### src/rtl/core/caut_pkg.sv
// Shared types and constants of the cell automaton step unit.
`default_nettype none

package caut_pkg;

  localparam int RULE_BITS = 10;
  localparam int COUNT_W   = 4;
  localparam int APB_AW    = 3;
  localparam int APB_DW    = 32;

  localparam logic [APB_AW-1:0] ADDR_RULE_TABLE = 3'd0;

  typedef enum logic [1:0] {
    CMD_WRITE = 2'd0,
    CMD_GEN   = 2'd1,
    CMD_READ  = 2'd2,
    CMD_NOP   = 2'd3
  } cmd_t;

  typedef enum logic [3:0] {
    ST_CLEAR,
    ST_IDLE,
    ST_CELL_RD,
    ST_CELL,
    ST_GEN_START,
    ST_GEN_RD,
    ST_GEN_LD,
    ST_GEN_CELL,
    ST_GEN_WR,
    ST_DONE
  } state_t;

  // Control of the row window and neighborhood unit.
  typedef struct packed {
    logic clear;
    logic load;
    logic step;
    logic first_col;
    logic last_col;
  } win_ctl_t;

endpackage

`default_nettype wire

### src/rtl/core/caut_window.sv
// Three-row rotating window and the shared neighborhood count and rule lookup.
`default_nettype none

module caut_window #(
  parameter int GRID_SIDE = 64
) (
  input  wire logic                              clk,
  input  wire caut_pkg::win_ctl_t                ctl,
  input  wire logic [GRID_SIDE-1:0]              load_row,
  input  wire logic [caut_pkg::RULE_BITS-1:0]    rule,
  output logic      [GRID_SIDE-1:0]              out_row
);

  import caut_pkg::*;

  logic [GRID_SIDE-1:0] row_above;
  logic [GRID_SIDE-1:0] row_mid;
  logic [GRID_SIDE-1:0] row_below;
  logic [COUNT_W-1:0]   live;
  logic                 new_bit;

  // Bit 0 is the current column, bit 1 its right and the top bit its left neighbor.
  function automatic logic [COUNT_W-1:0] col_sum(input logic [GRID_SIDE-1:0] r,
                                                 input logic first, input logic last);
    logic [COUNT_W-1:0] s;
    s = COUNT_W'(r[0]);
    s = s + COUNT_W'(r[1] & ~last);
    s = s + COUNT_W'(r[GRID_SIDE-1] & ~first);
    return s;
  endfunction

  always_comb begin
    live = col_sum(row_above, ctl.first_col, ctl.last_col)
         + col_sum(row_mid,   ctl.first_col, ctl.last_col)
         + col_sum(row_below, ctl.first_col, ctl.last_col);
    new_bit = rule[live];
  end

  always_ff @(posedge clk) begin
    if (ctl.clear) begin
      row_above <= '0;
      row_mid   <= '0;
      row_below <= '0;
    end else if (ctl.load) begin
      row_above <= row_mid;
      row_mid   <= row_below;
      row_below <= load_row;
    end else if (ctl.step) begin
      // rotate; after a full row every word is back in place
      row_above <= {row_above[0], row_above[GRID_SIDE-1:1]};
      row_mid   <= {row_mid[0],   row_mid[GRID_SIDE-1:1]};
      row_below <= {row_below[0], row_below[GRID_SIDE-1:1]};
    end
  end

  always_ff @(posedge clk) begin
    if (ctl.step) begin
      out_row <= {new_bit, out_row[GRID_SIDE-1:1]};
    end
  end

endmodule

`default_nettype wire

### config.mk
export PLATFORM = sky130hd
export DESIGN_NAME = caut_window
export DESIGN_NICKNAME = d
export VERILOG_FILES = /design/src/rtl/core/caut_pkg.sv /design/src/rtl/core/caut_window.sv
export SDC_FILE = /design/constraint.sdc
export NUM_CORES = 1
export LEC_CHECK = 0
export BUFFER_PORTS_ARGS = -buffer_cell sky130_fd_sc_hd__buf_4
export CORE_MARGIN = 4
export CORE_UTILIZATION = 62
export CTS_CLUSTER_DIAMETER = 200
export CTS_CLUSTER_SIZE = 12
export DETAILED_ROUTE_END_ITERATION = 6
export PLACE_DENSITY = 0.92
export SLEW_MARGIN = 20
export SYNTH_ARGS = -nofsm -noshare
export SYNTH_HDL_FRONTEND = slang
export SYNTH_SLANG_ARGS = --single-unit
### constraint.sdc
create_clock -name clk -period 8.8 [get_ports clk]
set_input_delay 0.88 -clock clk [delete_from_list [all_inputs] [get_ports clk]]
set_output_delay 0.88 -clock clk [all_outputs]
set_load 0.03 [all_outputs]
==> results of run 1 <==
## worst reg2reg max path: stages (launching register included)
cell and delay, ns:
dfxtp_1 0.32, nor2b_1 0.14, fa_1 0.48, inv_1 0.06, fa_1 0.49, inv_1 0.05, fa_1 0.48, inv_1 0.06
fa_1 0.37, inv_1 0.12, fa_1 0.46, mux4_1 0.29, mux2_2 0.32, nand3_2 0.09, o211ai_2 0.09
## where the power goes
group | total (mW) | leakage, nW | switching, mW | internal, mW
Combinational | 0.261 | 2.85 | 0.152 | 0.109
Clock | 0.922 | 0.325 | 0.408 | 0.514
Sequential | 1.30 | 2.19 | 0.0363 | 1.26
## layer usage
metal | GRT usage | part of all wire
met5 | 0 | 0
met4 | 0.0546 | 0.024
met3 | 0.0436 | 0.067
met1 | 0.283 | 0.45
met2 | 0.342 | 0.46
## cells by family after synthesis
logic type,count (synthesis),share of synthesized area
mux,196,0.185
simple gates,392,0.139
flops,256,0.536
compound gates,195,0.0918
buf+inv,92,0.0364
fa+ha+maj,7,0.0116
## Yosys cell counts, drive strengths merged
master / number
mux4: 2
mux2i: 193
dfxtp: 192
mux2: 1
clkbuf: 51
a211oi: 2
nor2b: 4
ha: 2
o211ai: 1
nand2: 1
inv: 6
a21oi: 192
nand2b: 3
nand3: 1
edfxtp: 64
nor2: 382
fa: 5
buf: 35
or4: 1
## registers in the layout (all words and copies together), names as in the netlist
register   count
row_mid       64
out_row       64
row_above     64
row_below     64
## worst paths after layout
path | from | endpoint | slack [ns]
max | ctl[0] | out_row[63] | 4.68
max reg2reg | row_above[1] | out_row[63] | 4.73
min reg2reg | out_row[14] | out_row[13] | 0.45
min | out_row[14] | out_row[13] | 0.45
## through the flow
step                utilization  cells  total power, mW  worst slack [ns]
floorplan                     -   1138             1.49              4.56
finish                    0.742   1453             2.48              4.68
detailed placement        0.702   1419             1.58              4.17
CTS                       0.742   1453             2.50              4.72
global route              0.742   1453             2.58              4.62
global placement          0.702   1419             1.57              4.41
## area by class of cell
class	count	area, um^2	area share
repair buffers	147	1130	0.0910
inverters	6	22.5	0.00181
clock inverters	2	17.5	0.00140
multi-input cells	790	4610	0.369
clock buffers	32	652	0.0523
flip-flops and latches	256	5770	0.462
well taps	220	275	0.0221
==> results.py, run 1 <==
metrics = {
    "run_status": {
        "status": "finished clean",
    },
    "grt": {
        "grt_pass1_wl_um": 35100,
        "grt_max_degree": 194,
        "grt_pass1_vias": 7228,
        "antenna_found_initial": 0,
        "grt.total_usage": 0.208,
        "grt-ovfl-total": 0,
    },
    "timing": {
        "timing.final.crit_period_ns": 4.12,
        "final_max_slew_viol_count": 0,
        "slew_headroom": 0.273,
        "setup_violations": 0,
        "tightest_slew_ns": 1.09,
        "fin_setup_tns_ns": 0,
        "skew_ns": 0.0154,
        "fin_crit_sh": 0.468,
        "clock.fmax_mhz": 243,
        "holdWs_ns": 0.454,
        "grt_setup_unrepaired": "false",
        "hold_viol_final": 0,
    },
    "floorplanning": {
        "io-pin-count": 144,
        "placementRows": 47,
        "dieWidth_um": 140,
        "die_height_um": 140,
        "dieArea_mm2": 0.0195,
        "start_util": 0.640,
        "coreArea_mm2": 0.0168,
    },
    "critical_path": {
        "cp.required_ns": 9.05,
        "cpMostUsedCell": "fa_1",
        "cp.depth": 15,
        "rr_worst_depth": 14,
        "start_kind": "input pin",
        "path_max_fanout": 3,
        "worstSetupPathType": "input pin to register",
        "cp_top_family": "adder cells",
        "cp.arrival_ns": 4.37,
        "critPathBufInv": 5,
        "end_kind": "register",
        "crit_chain": "buf_4 > nor2b_1 > fa_1 > inv_1 > fa_1 > inv_1 > fa_1 > inv_1 > fa_1 > inv_1 > fa_1 > mux4_1 > mux2_2 > nand3_2 > o211ai_2",
        "worst_path_max_delay_cell": "fa_1",
        "max_stage_delay_ns": 0.49,
    },
    "logic_synthesis": {
        "synth.largest_area_cell": "dfxtp_1",
        "yosys.area.top_type_share": 0.357,
        "ys_ff_latch": 256,
        "syn-cell-area_mm2": 0.0108,
        "synth.area.top_cells": "dfxtp_1 36%, mux2i_1 18%, edfxtp_1 18%",
        "syn-num-nets": 1225,
        "avgSynthCellArea_um2": 9.46,
        "ys_warn_count": 0,
        "seq_area_frac_synth": 0.536,
        "synth_cell_types": 21,
        "netlist_instances": 1138,
    },
    "routing": {
        "remaining_drc_errors": 0,
        "drt_iter0_drc": 557,
        "finalWirelength_um": 21100,
        "final_antenna_net_count": 0,
        "wire_per_inst_um": 14.5,
        "dr.pass1.iters": 5,
        "vias": 7936,
        "vias_per_cell": 5.46,
    },
    "final_layout": {
        "layout_common_cells": "382 x nor2_1, 193 x mux2i_1, 192 x a21oi_1, 192 x dfxtp_1, 143 x buf_4",
        "layout_commonest_cell": "nor2_1",
        "n_antenna_cell": 0,
        "fin_area_mm2": 0.0125,
        "n_fill_cell": 1225,
        "syn_to_final_growth_pct": 15.9,
        "drive_gt1_frac": 0.144,
        "nets": 1313,
    },
    "pwr": {
        "powerDensity_mw_per_mm2": 199,
        "power.leakage_nw": 5.37,
        "vdd_drop_max_v": 0.000173,
    },
    "flow_run": {
        "cap_viol_max_count": 0,
    },
    "cts": {
        "numCtsBuffers": 25,
        "htree_levels": 1,
        "post_cts_buffers": 0,
        "holdBufCountCts": 0,
        "clockBufferDepth": 3,
        "cts_root_buffer": "clkbuf_16",
        "tritoncts": "built",
        "ctsResizeCount": 0,
        "cts.sink_count": 256,
        "cts.clk_slew.worst_paths_ns": 0.06,
        "clk-insertion-delay-late_ns": 0.52,
    },
    "placed_design": {
        "dp_hpwl_um": 13000,
        "portBuffers": 143,
        "gp_congestion": 0.803,
        "placed_area_mm2": 0.0118,
    },
    "min_path": {
        "hp-class": "register to register",
        "whs_path_depth": 0,
    },
}
Power figures use the tool's default switching activity.
==> run 2, diff against run 1 <==
CORE_UTILIZATION = 57   (was 62)
PLACE_DENSITY = 0.86   (was 0.92)
clock period = 3.8 ns   (was 8.8 ns; I/O delays follow)
==> results.py, run 2 (synthesis results as in run 1) <==
metrics = {
    "floorplanning": {
        "dieWidth_um": 145,
        "dieArea_mm2": 0.0211,
        "io-pin-count": 144,
        "coreArea_mm2": 0.0183,
        "placementRows": 49,
        "die_height_um": 145,
        "start_util": 0.589,
    },
    "pwr": {
        "finalPower_mw": 5.73,
        "power.leakage_nw": 5.42,
        "vdd_drop_max_v": 0.000325,
        "powerDensity_mw_per_mm2": 456,
    },
    "timing": {
        "skew_ns": 0.0146,
        "slew_headroom": 0.348,
        "clock.fmax_mhz": 254,
        "fin_setup_tns_ns": -0.132,
        "setup_violations": 1,
        "post-route-worst-setup-slack_ns": -0.132,
        "hold_viol_final": 0,
        "fin_crit_sh": 1.03,
        "grt_setup_unrepaired": "true",
        "final_max_slew_viol_count": 0,
        "tightest_slew_ns": 0.979,
        "timing.final.crit_period_ns": 3.93,
    },
    "routing": {
        "remaining_drc_errors": 0,
        "final_antenna_net_count": 0,
        "drt_iter0_drc": 438,
        "wire_per_inst_um": 14.1,
        "vias": 7931,
        "dr.pass1.iters": 5,
        "vias_per_cell": 5.39,
        "finalWirelength_um": 20700,
    },
    "cts": {
        "cts.sink_count": 256,
        "clk-insertion-delay-late_ns": 0.51,
        "numCtsBuffers": 25,
        "clockBufferDepth": 3,
        "holdBufCountCts": 0,
        "cts.clk_slew.worst_paths_ns": 0.06,
        "cts_root_buffer": "clkbuf_16",
        "tritoncts": "built",
        "htree_levels": 1,
    },
    "critical_path": {
        "crit_chain": "nor2b_1 > fa_1 > inv_1 > fa_1 > inv_1 > fa_1 > inv_1 > fa_2 > inv_2 > fa_2 > mux4_2 > mux2_4 > nand3_2 > o211ai_2",
        "end_kind": "register",
        "path_max_fanout": 3,
        "worst_path_max_delay_cell": "fa_1",
        "cp.arrival_ns": 4.18,
        "max_stage_delay_ns": 0.48,
        "worstSetupPathType": "register to register",
        "critPathBufInv": 4,
        "start_kind": "register",
        "cp_top_family": "adder cells",
        "cp.required_ns": 4.05,
    },
    "final_layout": {
        "drive_gt1_frac": 0.153,
        "layout_commonest_cell": "nor2_1",
        "fin_util": 0.689,
        "syn_to_final_growth_pct": 16.9,
        "n_antenna_cell": 0,
        "ff_latch_area_mm2": 0.00577,
        "n_fill_cell": 1359,
        "multi_input_comb_area_mm2": 0.00461,
        "layout_common_cells": "382 x nor2_1, 193 x mux2i_1, 192 x a21oi_1, 192 x dfxtp_1, 150 x buf_4",
        "nets": 1322,
        "fin_area_mm2": 0.0126,
    },
    "flow_run": {
        "cap_viol_max_count": 0,
    },
    "placed_design": {
        "portBuffers": 143,
        "placed_area_mm2": 0.0119,
        "gp_congestion": 0.813,
        "dp_hpwl_um": 13000,
    },
    "grt": {
        "grt_pass1_wl_um": 34600,
        "grt-ovfl-total": 0,
        "grt.total_usage": 0.188,
        "grt_pass1_vias": 7045,
        "antenna_found_initial": 0,
        "grt_max_degree": 152,
    },
    "run_status": {
        "status": "complete, but fails checks",
        "violations": "setup timing",
    },
    "min_path": {
        "hp-class": "input pin to register",
    },
}
-- run 2: final cells by class --
class                           count  area share
Inverter                            6     0.00179
Multi-Input combinational cell    790       0.367
Tap cell                          229      0.0228
Clock inverter                      2     0.00139
Clock buffer                       32      0.0518
Sequential cell                   256       0.458
Timing Repair Buffer              156      0.0975
-- run 2: worst paths after layout --
| path | from | endpoint | slack [ns] | cells after the start |
|---|---|---|---|---|
| max | row_above[1] | out_row[63] | -0.13 | 14 |
| min | load_row[22] | row_below[22] | 0.1 | 3 |
| max reg2reg | row_above[1] | out_row[63] | -0.13 | 14 |
| min reg2reg | out_row[52] | out_row[51] | 0.45 | 0 |
-- run 2: power by group --
part           switching, mW  total [mW]  internal, mW
clock                  0.933        2.12          1.19
combinational          0.351       0.613         0.262
sequential            0.0826        3.00          2.92
-- run 2: tightest hold or removal path, delay by kind of cell --
family / cells / cell delay (ns)
AO/OA/AOI/OAI: 1 / 0.05
AND/OR/NAND/NOR: 1 / 0.07
buffers and inverters: 1 / 0.08
-- run 2: per-stage QoR --
| step | hold WS, ns | std cells | worst slack [ns] |
|---|---|---|---|
| 2_1_floorplan | 0.476 | 1138 | 0.0480 |
| 3_3_place_gp | 0.433 | 1436 | -0.100 |
| 3_5_place_dp | 0.433 | 1436 | -0.204 |
| 4_1_cts | 0.0765 | 1471 | -0.106 |
| 5_1_grt | 0.0864 | 1471 | -0.226 |
| 6_report | 0.0955 | 1471 | -0.132 |
-- run 2: layer usage --
metal | vias up | part of all wire | global-route usage
li1 | 4044 | - | -
met5 | - | 0 | 0
met1 | 3645 | 0.47 | 0.270
met2 | 215 | 0.44 | 0.289
met4 | 0 | 0.019 | 0.0470
met3 | 27 | 0.064 | 0.0445
-- run 2: timing repair --
action | 4_1_cts | 5_1_grt
pin swaps | 1 | 0
buffers inserted | 1 | 0
resized for setup | 4 | 1
endpoints found under the setup margin | 1 | 1
cloned | 0 | 0
